File: src/hdl/assert_macros.svh
// assertion macros used by the smoother rtl
`ifndef ASSERT_MACROS_SVH
`define ASSERT_MACROS_SVH

// antecedent implies consequent in the same cycle
`define ASSERT_IMP(lbl, clk, rst_n, ante, cons, msg) \
    lbl: assert property (@(posedge clk) disable iff (!rst_n) (ante) |-> (cons)) else $error(msg);

// antecedent implies consequent in the next cycle
`define ASSERT_NXT(lbl, clk, rst_n, ante, cons, msg) \
    lbl: assert property (@(posedge clk) disable iff (!rst_n) (ante) |=> (cons)) else $error(msg);

`endif

File: src/hdl/cps_pkg.sv
// types, constants and the corner cut function of the polyline smoother
`default_nettype none

package cps_pkg;

    // coordinate format: signed fixed point with 8 fraction bits
    localparam int COORD_WIDTH = 24;
    // result list: one head point, five cut pairs, one tail point
    localparam int LIST_DEPTH  = 12;
    localparam int IDX_W       = $clog2(LIST_DEPTH + 1);
    // round one points seen by round two for one input word
    localparam int CHAIN_DEPTH = 6;
    localparam int CHAIN_W     = $clog2(CHAIN_DEPTH);

    typedef logic signed [COORD_WIDTH-1:0] t_coord;

    typedef struct packed {
        t_coord x;
        t_coord y;
    } t_point;

    typedef struct packed {
        t_coord point_x;
        t_coord point_y;
        logic   last_point;
    } t_in_word;

    typedef struct packed {
        t_coord out_x;
        t_coord out_y;
        logic   out_last;
    } t_out_word;

    // how far into the current polyline we are
    typedef enum logic [1:0] {
        PH_EMPTY,
        PH_ONE,
        PH_TWO,
        PH_STREAM
    } t_phase;

    // floor((3a + b) / 4), result always lies between a and b
    function automatic t_coord cut(t_coord a, t_coord b);
        logic [COORD_WIDTH+1:0] ea;
        logic [COORD_WIDTH+1:0] eb;
        logic [COORD_WIDTH+1:0] s;
        ea = {{2{a[COORD_WIDTH-1]}}, a};
        eb = {{2{b[COORD_WIDTH-1]}}, b};
        s  = ea + ea + ea + eb;
        return t_coord'(s[COORD_WIDTH+1:2]);
    endfunction

    function automatic t_point cut_pt(t_point a, t_point b);
        t_point r;
        r.x = cut(a.x, b.x);
        r.y = cut(a.y, b.y);
        return r;
    endfunction

endpackage

`default_nettype wire

File: src/hdl/chaikin_polyline_smoother.sv
// flow: a word reaches the input register, its results are computed in one pass into
// the result list, and the registered list feeds the output words
// drain: the result list drains one word per cycle while the output is not stalled; a
// middle point gives 4 results, a last point 7, the third point 9 or 12, a point that
// is only held gives none; the next word is taken as the last result goes out
// reset: synchronous active low, clears the handshake state and starts a new polyline
`default_nettype none

module chaikin_polyline_smoother (
    input  wire                      i_clk,
    input  wire                      i_rst_n,
    input  wire                      i_in_valid,
    output logic                     o_in_stall,
    input  wire cps_pkg::t_in_word   i_in_word,
    output logic                     o_out_valid,
    input  wire                      i_out_stall,
    output cps_pkg::t_out_word       o_out_word
);
    import cps_pkg::*;

`include "assert_macros.svh"

    // input register
    logic     r_in_valid;
    t_in_word r_in;

    // polyline state
    t_phase   r_phase;
    t_phase   n_phase;
    t_point   r_held [2];
    t_point   r_r1_prev;
    t_point   r_r2_prev;

    // result list
    t_point           r_list [LIST_DEPTH];
    t_point           n_list [LIST_DEPTH];
    logic             r_busy;
    logic [IDX_W-1:0] r_rd;
    logic [IDX_W-1:0] r_end;
    logic             r_tail;

    // one pass signals
    t_point           w_p;
    t_point           w_q [CHAIN_DEPTH];
    t_point           w_a;
    t_point           w_b;
    t_point           w_c;
    t_point           w_d;
    logic             w_head;
    logic [CHAIN_W-1:0] w_np;
    logic             w_tail;
    logic [IDX_W-1:0] w_start;
    logic [IDX_W-1:0] w_end;
    logic [IDX_W-1:0] w_tail_idx;
    logic             w_final_rd;
    logic             w_list_free;
    logic             w_load;

    // handshake
    assign w_final_rd  = (r_rd == r_end - IDX_W'(1));
    assign w_list_free = !r_busy || (!i_out_stall && w_final_rd);
    assign w_load      = r_in_valid && w_list_free;
    assign o_in_stall  = r_in_valid && !w_list_free;

    // input register
    always_ff @(posedge i_clk) begin
        if (!i_rst_n) begin
            r_in_valid <= 1'b0;
        end else if (!o_in_stall) begin
            r_in_valid <= i_in_valid;
        end
        if (!o_in_stall) begin
            r_in <= i_in_word;
        end
    end

    // round one points for this word and the shape of the result list
    always_comb begin
        w_p = '{x: r_in.point_x, y: r_in.point_y};
        w_a = cut_pt(r_held[0], r_held[1]);
        w_b = cut_pt(r_held[1], r_held[0]);
        w_c = '0;
        w_d = '0;
        for (int k = 0; k < CHAIN_DEPTH; k++) begin
            w_q[k] = w_p;
        end
        w_head = 1'b0;
        w_np   = '0;
        w_tail = r_in.last_point;
        case (r_phase)
            PH_TWO: begin
                w_c    = cut_pt(r_held[1], w_p);
                w_d    = cut_pt(w_p, r_held[1]);
                w_q[0] = r_held[0];
                w_q[1] = w_a;
                w_q[2] = w_b;
                w_q[3] = w_c;
                w_q[4] = w_d;
                w_head = 1'b1;
                w_np   = r_in.last_point ? CHAIN_W'(5) : CHAIN_W'(4);
            end
            PH_STREAM: begin
                w_c    = cut_pt(r_r1_prev, w_p);
                w_d    = cut_pt(w_p, r_r1_prev);
                w_q[0] = r_r2_prev;
                w_q[1] = w_c;
                w_q[2] = w_d;
                w_np   = r_in.last_point ? CHAIN_W'(3) : CHAIN_W'(2);
            end
            PH_ONE: begin
                // short polyline: held point passes through on the last word
                w_q[0] = r_held[0];
                w_head = r_in.last_point;
            end
            default: begin
                w_q[0] = r_held[0];
            end
        endcase
        w_start    = w_head ? IDX_W'(0) : IDX_W'(1);
        w_tail_idx = IDX_W'(1) + IDX_W'({w_np, 1'b0});
        w_end      = w_tail_idx + IDX_W'(w_tail);
    end

    // round two: head point, cut pairs, tail point
    always_comb begin
        n_list[0] = w_q[0];
        for (int k = 0; k < CHAIN_DEPTH - 1; k++) begin
            n_list[1 + 2 * k] = cut_pt(w_q[k], w_q[k + 1]);
            n_list[2 + 2 * k] = cut_pt(w_q[k + 1], w_q[k]);
        end
        n_list[LIST_DEPTH - 1] = w_p;
        for (int s = 1; s < LIST_DEPTH; s++) begin
            if (w_tail && (IDX_W'(s) == w_tail_idx)) begin
                n_list[s] = w_p;
            end
        end
    end

    // next phase
    always_comb begin
        n_phase = r_phase;
        if (w_load) begin
            case (r_phase)
                PH_EMPTY:  n_phase = r_in.last_point ? PH_EMPTY : PH_ONE;
                PH_ONE:    n_phase = r_in.last_point ? PH_EMPTY : PH_TWO;
                PH_TWO:    n_phase = r_in.last_point ? PH_EMPTY : PH_STREAM;
                PH_STREAM: n_phase = r_in.last_point ? PH_EMPTY : PH_STREAM;
                default:   n_phase = PH_EMPTY;
            endcase
        end
    end

    // polyline state
    always_ff @(posedge i_clk) begin
        if (!i_rst_n) begin
            r_phase <= PH_EMPTY;
        end else begin
            r_phase <= n_phase;
        end
        if (w_load && !r_in.last_point && (r_phase == PH_EMPTY)) begin
            r_held[0] <= w_p;
        end
        if (w_load && !r_in.last_point && (r_phase == PH_ONE)) begin
            r_held[1] <= w_p;
        end
        if (w_load && ((r_phase == PH_TWO) || (r_phase == PH_STREAM))) begin
            r_r1_prev <= w_p;
            r_r2_prev <= w_q[w_np];
        end
    end

    // result list load and drain
    always_ff @(posedge i_clk) begin
        if (!i_rst_n) begin
            r_busy <= 1'b0;
            r_rd   <= '0;
            r_end  <= '0;
            r_tail <= 1'b0;
        end else if (w_load) begin
            r_busy <= (w_end != w_start);
            r_rd   <= w_start;
            r_end  <= w_end;
            r_tail <= w_tail;
        end else if (r_busy && !i_out_stall) begin
            if (w_final_rd) begin
                r_busy <= 1'b0;
            end else begin
                r_rd <= r_rd + IDX_W'(1);
            end
        end
        if (w_load) begin
            r_list <= n_list;
        end
    end

    // output word
    assign o_out_valid = r_busy;
    assign o_out_word  = '{out_x:    r_list[r_rd].x,
                           out_y:    r_list[r_rd].y,
                           out_last: r_tail && w_final_rd};

    // checks
    `ASSERT_IMP(a_rd_in_range, i_clk, i_rst_n, r_busy,
        (r_rd < r_end) && (r_end <= IDX_W'(LIST_DEPTH)), "read index outside result list")
    `ASSERT_IMP(a_stall_needs_full, i_clk, i_rst_n, o_in_stall,
        r_in_valid && r_busy, "input stalled while result list can take a word")
    `ASSERT_NXT(a_last_restarts, i_clk, i_rst_n, w_load && r_in.last_point,
        r_phase == PH_EMPTY, "last point did not restart the polyline")
    `ASSERT_NXT(a_idle_after_last, i_clk, i_rst_n,
        o_out_valid && !i_out_stall && o_out_word.out_last && !w_load,
        !o_out_valid, "output still valid after final word of polyline")

endmodule

`default_nettype wire
File: config.mk
export PLATFORM = sky130hd
export DESIGN_NAME = chaikin_polyline_smoother
export DESIGN_NICKNAME = d
export VERILOG_FILES = /design/src/hdl/cps_pkg.sv /design/src/hdl/chaikin_polyline_smoother.sv
export VERILOG_INCLUDE_DIRS = /design/src /design/src/hdl
export SDC_FILE = /design/constraint.sdc
export NUM_CORES = 2
export LEC_CHECK = 0
export BUFFER_PORTS_ARGS = -buffer_cell sky130_fd_sc_hd__buf_2
export CORE_MARGIN = 1
export CORE_UTILIZATION = 25
export DETAILED_ROUTE_END_ITERATION = 7
export SYNTH_ARGS = -nofsm -noshare
export SYNTH_HDL_FRONTEND = slang
export SYNTH_SLANG_ARGS = --single-unit
File: constraint.sdc
create_clock -name i_clk -period 46.8 [get_ports i_clk]
set_input_delay 9.36 -clock i_clk [delete_from_list [all_inputs] [get_ports i_clk]]
set_output_delay 9.36 -clock i_clk [all_outputs]
set_load 0.01 [all_outputs]
==> flow_metrics.tcl <==
set metrics [dict create \
    status "completed" \
    startpoint_type "primary input" \
    max_cap_violations 0 \
    synth_common_cells "1052 x ha_1, 817 x edfxtp_1, 735 x nor2_1" \
    cts_tree "yes" \
    synth-adder-area-share_pct 19.7 \
    antenna_found_initial 16 \
    async_flop_share_pct 0 \
    synth_enable_flop_cells 817 \
    reg2reg_depth 35 \
    synthCells 8572 \
    ir_drop_mv 0.0311 \
    cp_max_fo 3 \
    rsz0062_at_grt "false" \
    place_area_um2 89000 \
    syn2layout_area_growth_pct 12.0 \
    synth_xor_area_share_pct 8.44 \
    hold_violations 0 \
    critical_path_arrival_ns 10.07 \
    yosysSeqAreaShare_pct 30.0 \
    p_leak_uw 0.0368 \
    required_ns 37.44 \
    maxSlewHeadroom_pct 11.2 \
    crit_top_cell "buf_2" \
    synth_compound_area_share_pct 19.2 \
    vias 68660 \
    clock_latency_ns 0.75 \
    drt_iter0_drc 6497 \
    cts_buffers 105 \
    avgSynthCellArea_um2 9.64 \
    clkTransAtPathRegs_ns 0.06 \
    wirelength_um 276000 \
    yosys.area_share.simple_pct 13.7 \
    drc 0 \
    setup_viol 0 \
    die_height_um 577 \
    dp.final_hpwl_um 215000 \
    hold_path_depth 2 \
    cts_resized 0 \
    final_nets 9969 \
    synthTopCellsByArea "edfxtp_1 30%, ha_1 16%, xnor2_1 5.5%" \
    ys_types 107 \
    grt_pass1_wl_um 407000 \
    place_congestion 0.921 \
    cts_num_sinks 830 \
    tns_ns 0 \
    firstDrtPassIters 8 \
    powerDensity_nw_per_um2 37.9 \
    synth_area_um2 82700 \
    ioPinCount 104 \
    io_buffers 103 \
    crit_cells 4 \
    synthesis.nets 9833 \
    layout-drive-gt1-share_pct 8.28 \
    min_period_ns 19.43 \
    die-area_um2 333000 \
    ys_warn_count 0 \
    ant_nets 0 \
    cp_slowest_cell "o21ai_0" \
    ctsHoldBuffers 0 \
    core_um2 328000 \
    row_count 210 \
    synth_flop_cell "edfxtp_1" \
    path_cells "buf_2 -> o21ai_0 -> nor2_1 -> buf_2" \
    maxSlewViolCount 0 \
    power_uw 3510 \
    timing.hold.worst.class "reg2reg" \
    synth_top_family_by_area "adder cells" \
    cts_buffer_depth 3 \
    viasPerCell 5.22 \
    crit_type "in2out" \
    fmax_mhz 51.5 \
    synth.top_cell.area_share_pct 29.7 \
    critPathTopFamily "compound AO/OA/AOI/OAI gates" \
    wl_per_cell_um 21.0 \
    grt_overflow 0 \
    grt_pass1_vias 66448 \
    fin_hold_ws_ns 0.468 \
    start_util_pct 25.2 \
    synth-seq-cells 830 \
    h-tree-depth 3 \
    crit_path_max_incr_delay_ns 0.28 \
    fin_util_pct 28.2 \
    cts_root_buf "clkbuf_16" \
    fin_crit_sh_pct 41.5 \
    cp-end-kind "primary output" \
    synth_most_common_cell "ha_1" \
    crit_buf_inv 2 \
    worst_slew_pin_slew_ns 1.32 \
    fill_cells 34480 \
    post_cts_buffers 0 \
    final_cell_area_um2 92600 \
    skew_ns 0.0321 \
    synthMuxAreaShare_pct 6.11 \
    die_x_um 577 \
    track_usage_pct 16.0 \
    grt_start_max_net_pins 146 \
    synth_top_area_cell "edfxtp_1" \
]
[layer usage]
metal | wire length [um] | vias to the layer above | track usage (%)
met3 | 20500 | 312 | 2.19
met5 | 10 | - | 0
li1 | - | 32403 | -
met4 | 6170 | 2 | 3.63
met2 | 122000 | 2323 | 25.7
met1 | 127000 | 33620 | 22.7
[cell usage in the layout (no fill, tap or decap), drive strengths merged, types with 156 or more instances in the layout]
master / count
nand3: 170
ha: 1052
a21oi: 663
nor3: 270
mux4: 162
xor2: 278
o21ai: 481
fa: 156
a21o: 312
nor2: 735
buf: 237
edfxtp: 817
xnor2: 518
inv: 422
nand2: 608
[area by class of cell]
| type | instances | area (um2) | share of cell area (%) |
|---|---|---|---|
| Timing Repair Buffer | 237 | 1530 | 1.66 |
| Clock buffer | 128 | 2790 | 3.01 |
| Multi-Input combinational cell | 7120 | 55600 | 60.1 |
| Antenna cell | 3 | 7.51 | 0.00811 |
| Inverter | 414 | 1570 | 1.70 |
| Sequential cell | 830 | 24800 | 26.8 |
| Clock inverter | 66 | 820 | 0.885 |
| Tap cell | 4346 | 5440 | 5.87 |
[final timing paths]
check,start,end,slack [ns]
setup / recovery,i_out_stall,o_in_stall,27.37
hold / removal,r_tail$_SDFFE_PN0P_,r_tail$_SDFFE_PN0P_,0.47
setup reg to reg,n_list[2]$_DFFE_PN_,r_list[359]$_DFFE_PP_,36.28
hold reg to reg,r_tail$_SDFFE_PN0P_,r_tail$_SDFFE_PN0P_,0.47
[worst min-delay path, stage by stage (launching register included)]
cell      delay (ns)
dfxtp_1         0.31
nand2_1         0.05
a21boi_0        0.07
[flip-flops by register name (all words and copies together) (netlist names), 2 cells and up]
name,count
r_held,96
r_r1_prev,48
r_rd,4
r_phase,2
r_list,576
r_end,4
n_list,48
r_r2_prev,48
[logic make-up (layout without fill, tap and decap cells)]
logic type / after synthesis / after routing
mux: 299 / 299
xor+xnor: 796 / 796
fa+ha+maj: 1208 / 1208
other cells: 0 / 3
simple gates: 2417 / 2417
buf+inv: 622 / 845
compound gates: 2400 / 2400
flops: 830 / 830
[report_power, final]
group	switching, uW	internal (uW)
logic	960	663
clock network	367	509
registers	25.5	985
[stage by stage]
step           setup slack (ns)  std cells
2_1_floorplan             24.80       8572
3_3_place_gp              27.37      12947
3_5_place_dp              27.38      12947
4_1_cts                   27.37      13141
5_1_grt                   27.27      13141
6_report                  27.37      13144
Power figures use the tool's default switching activity.
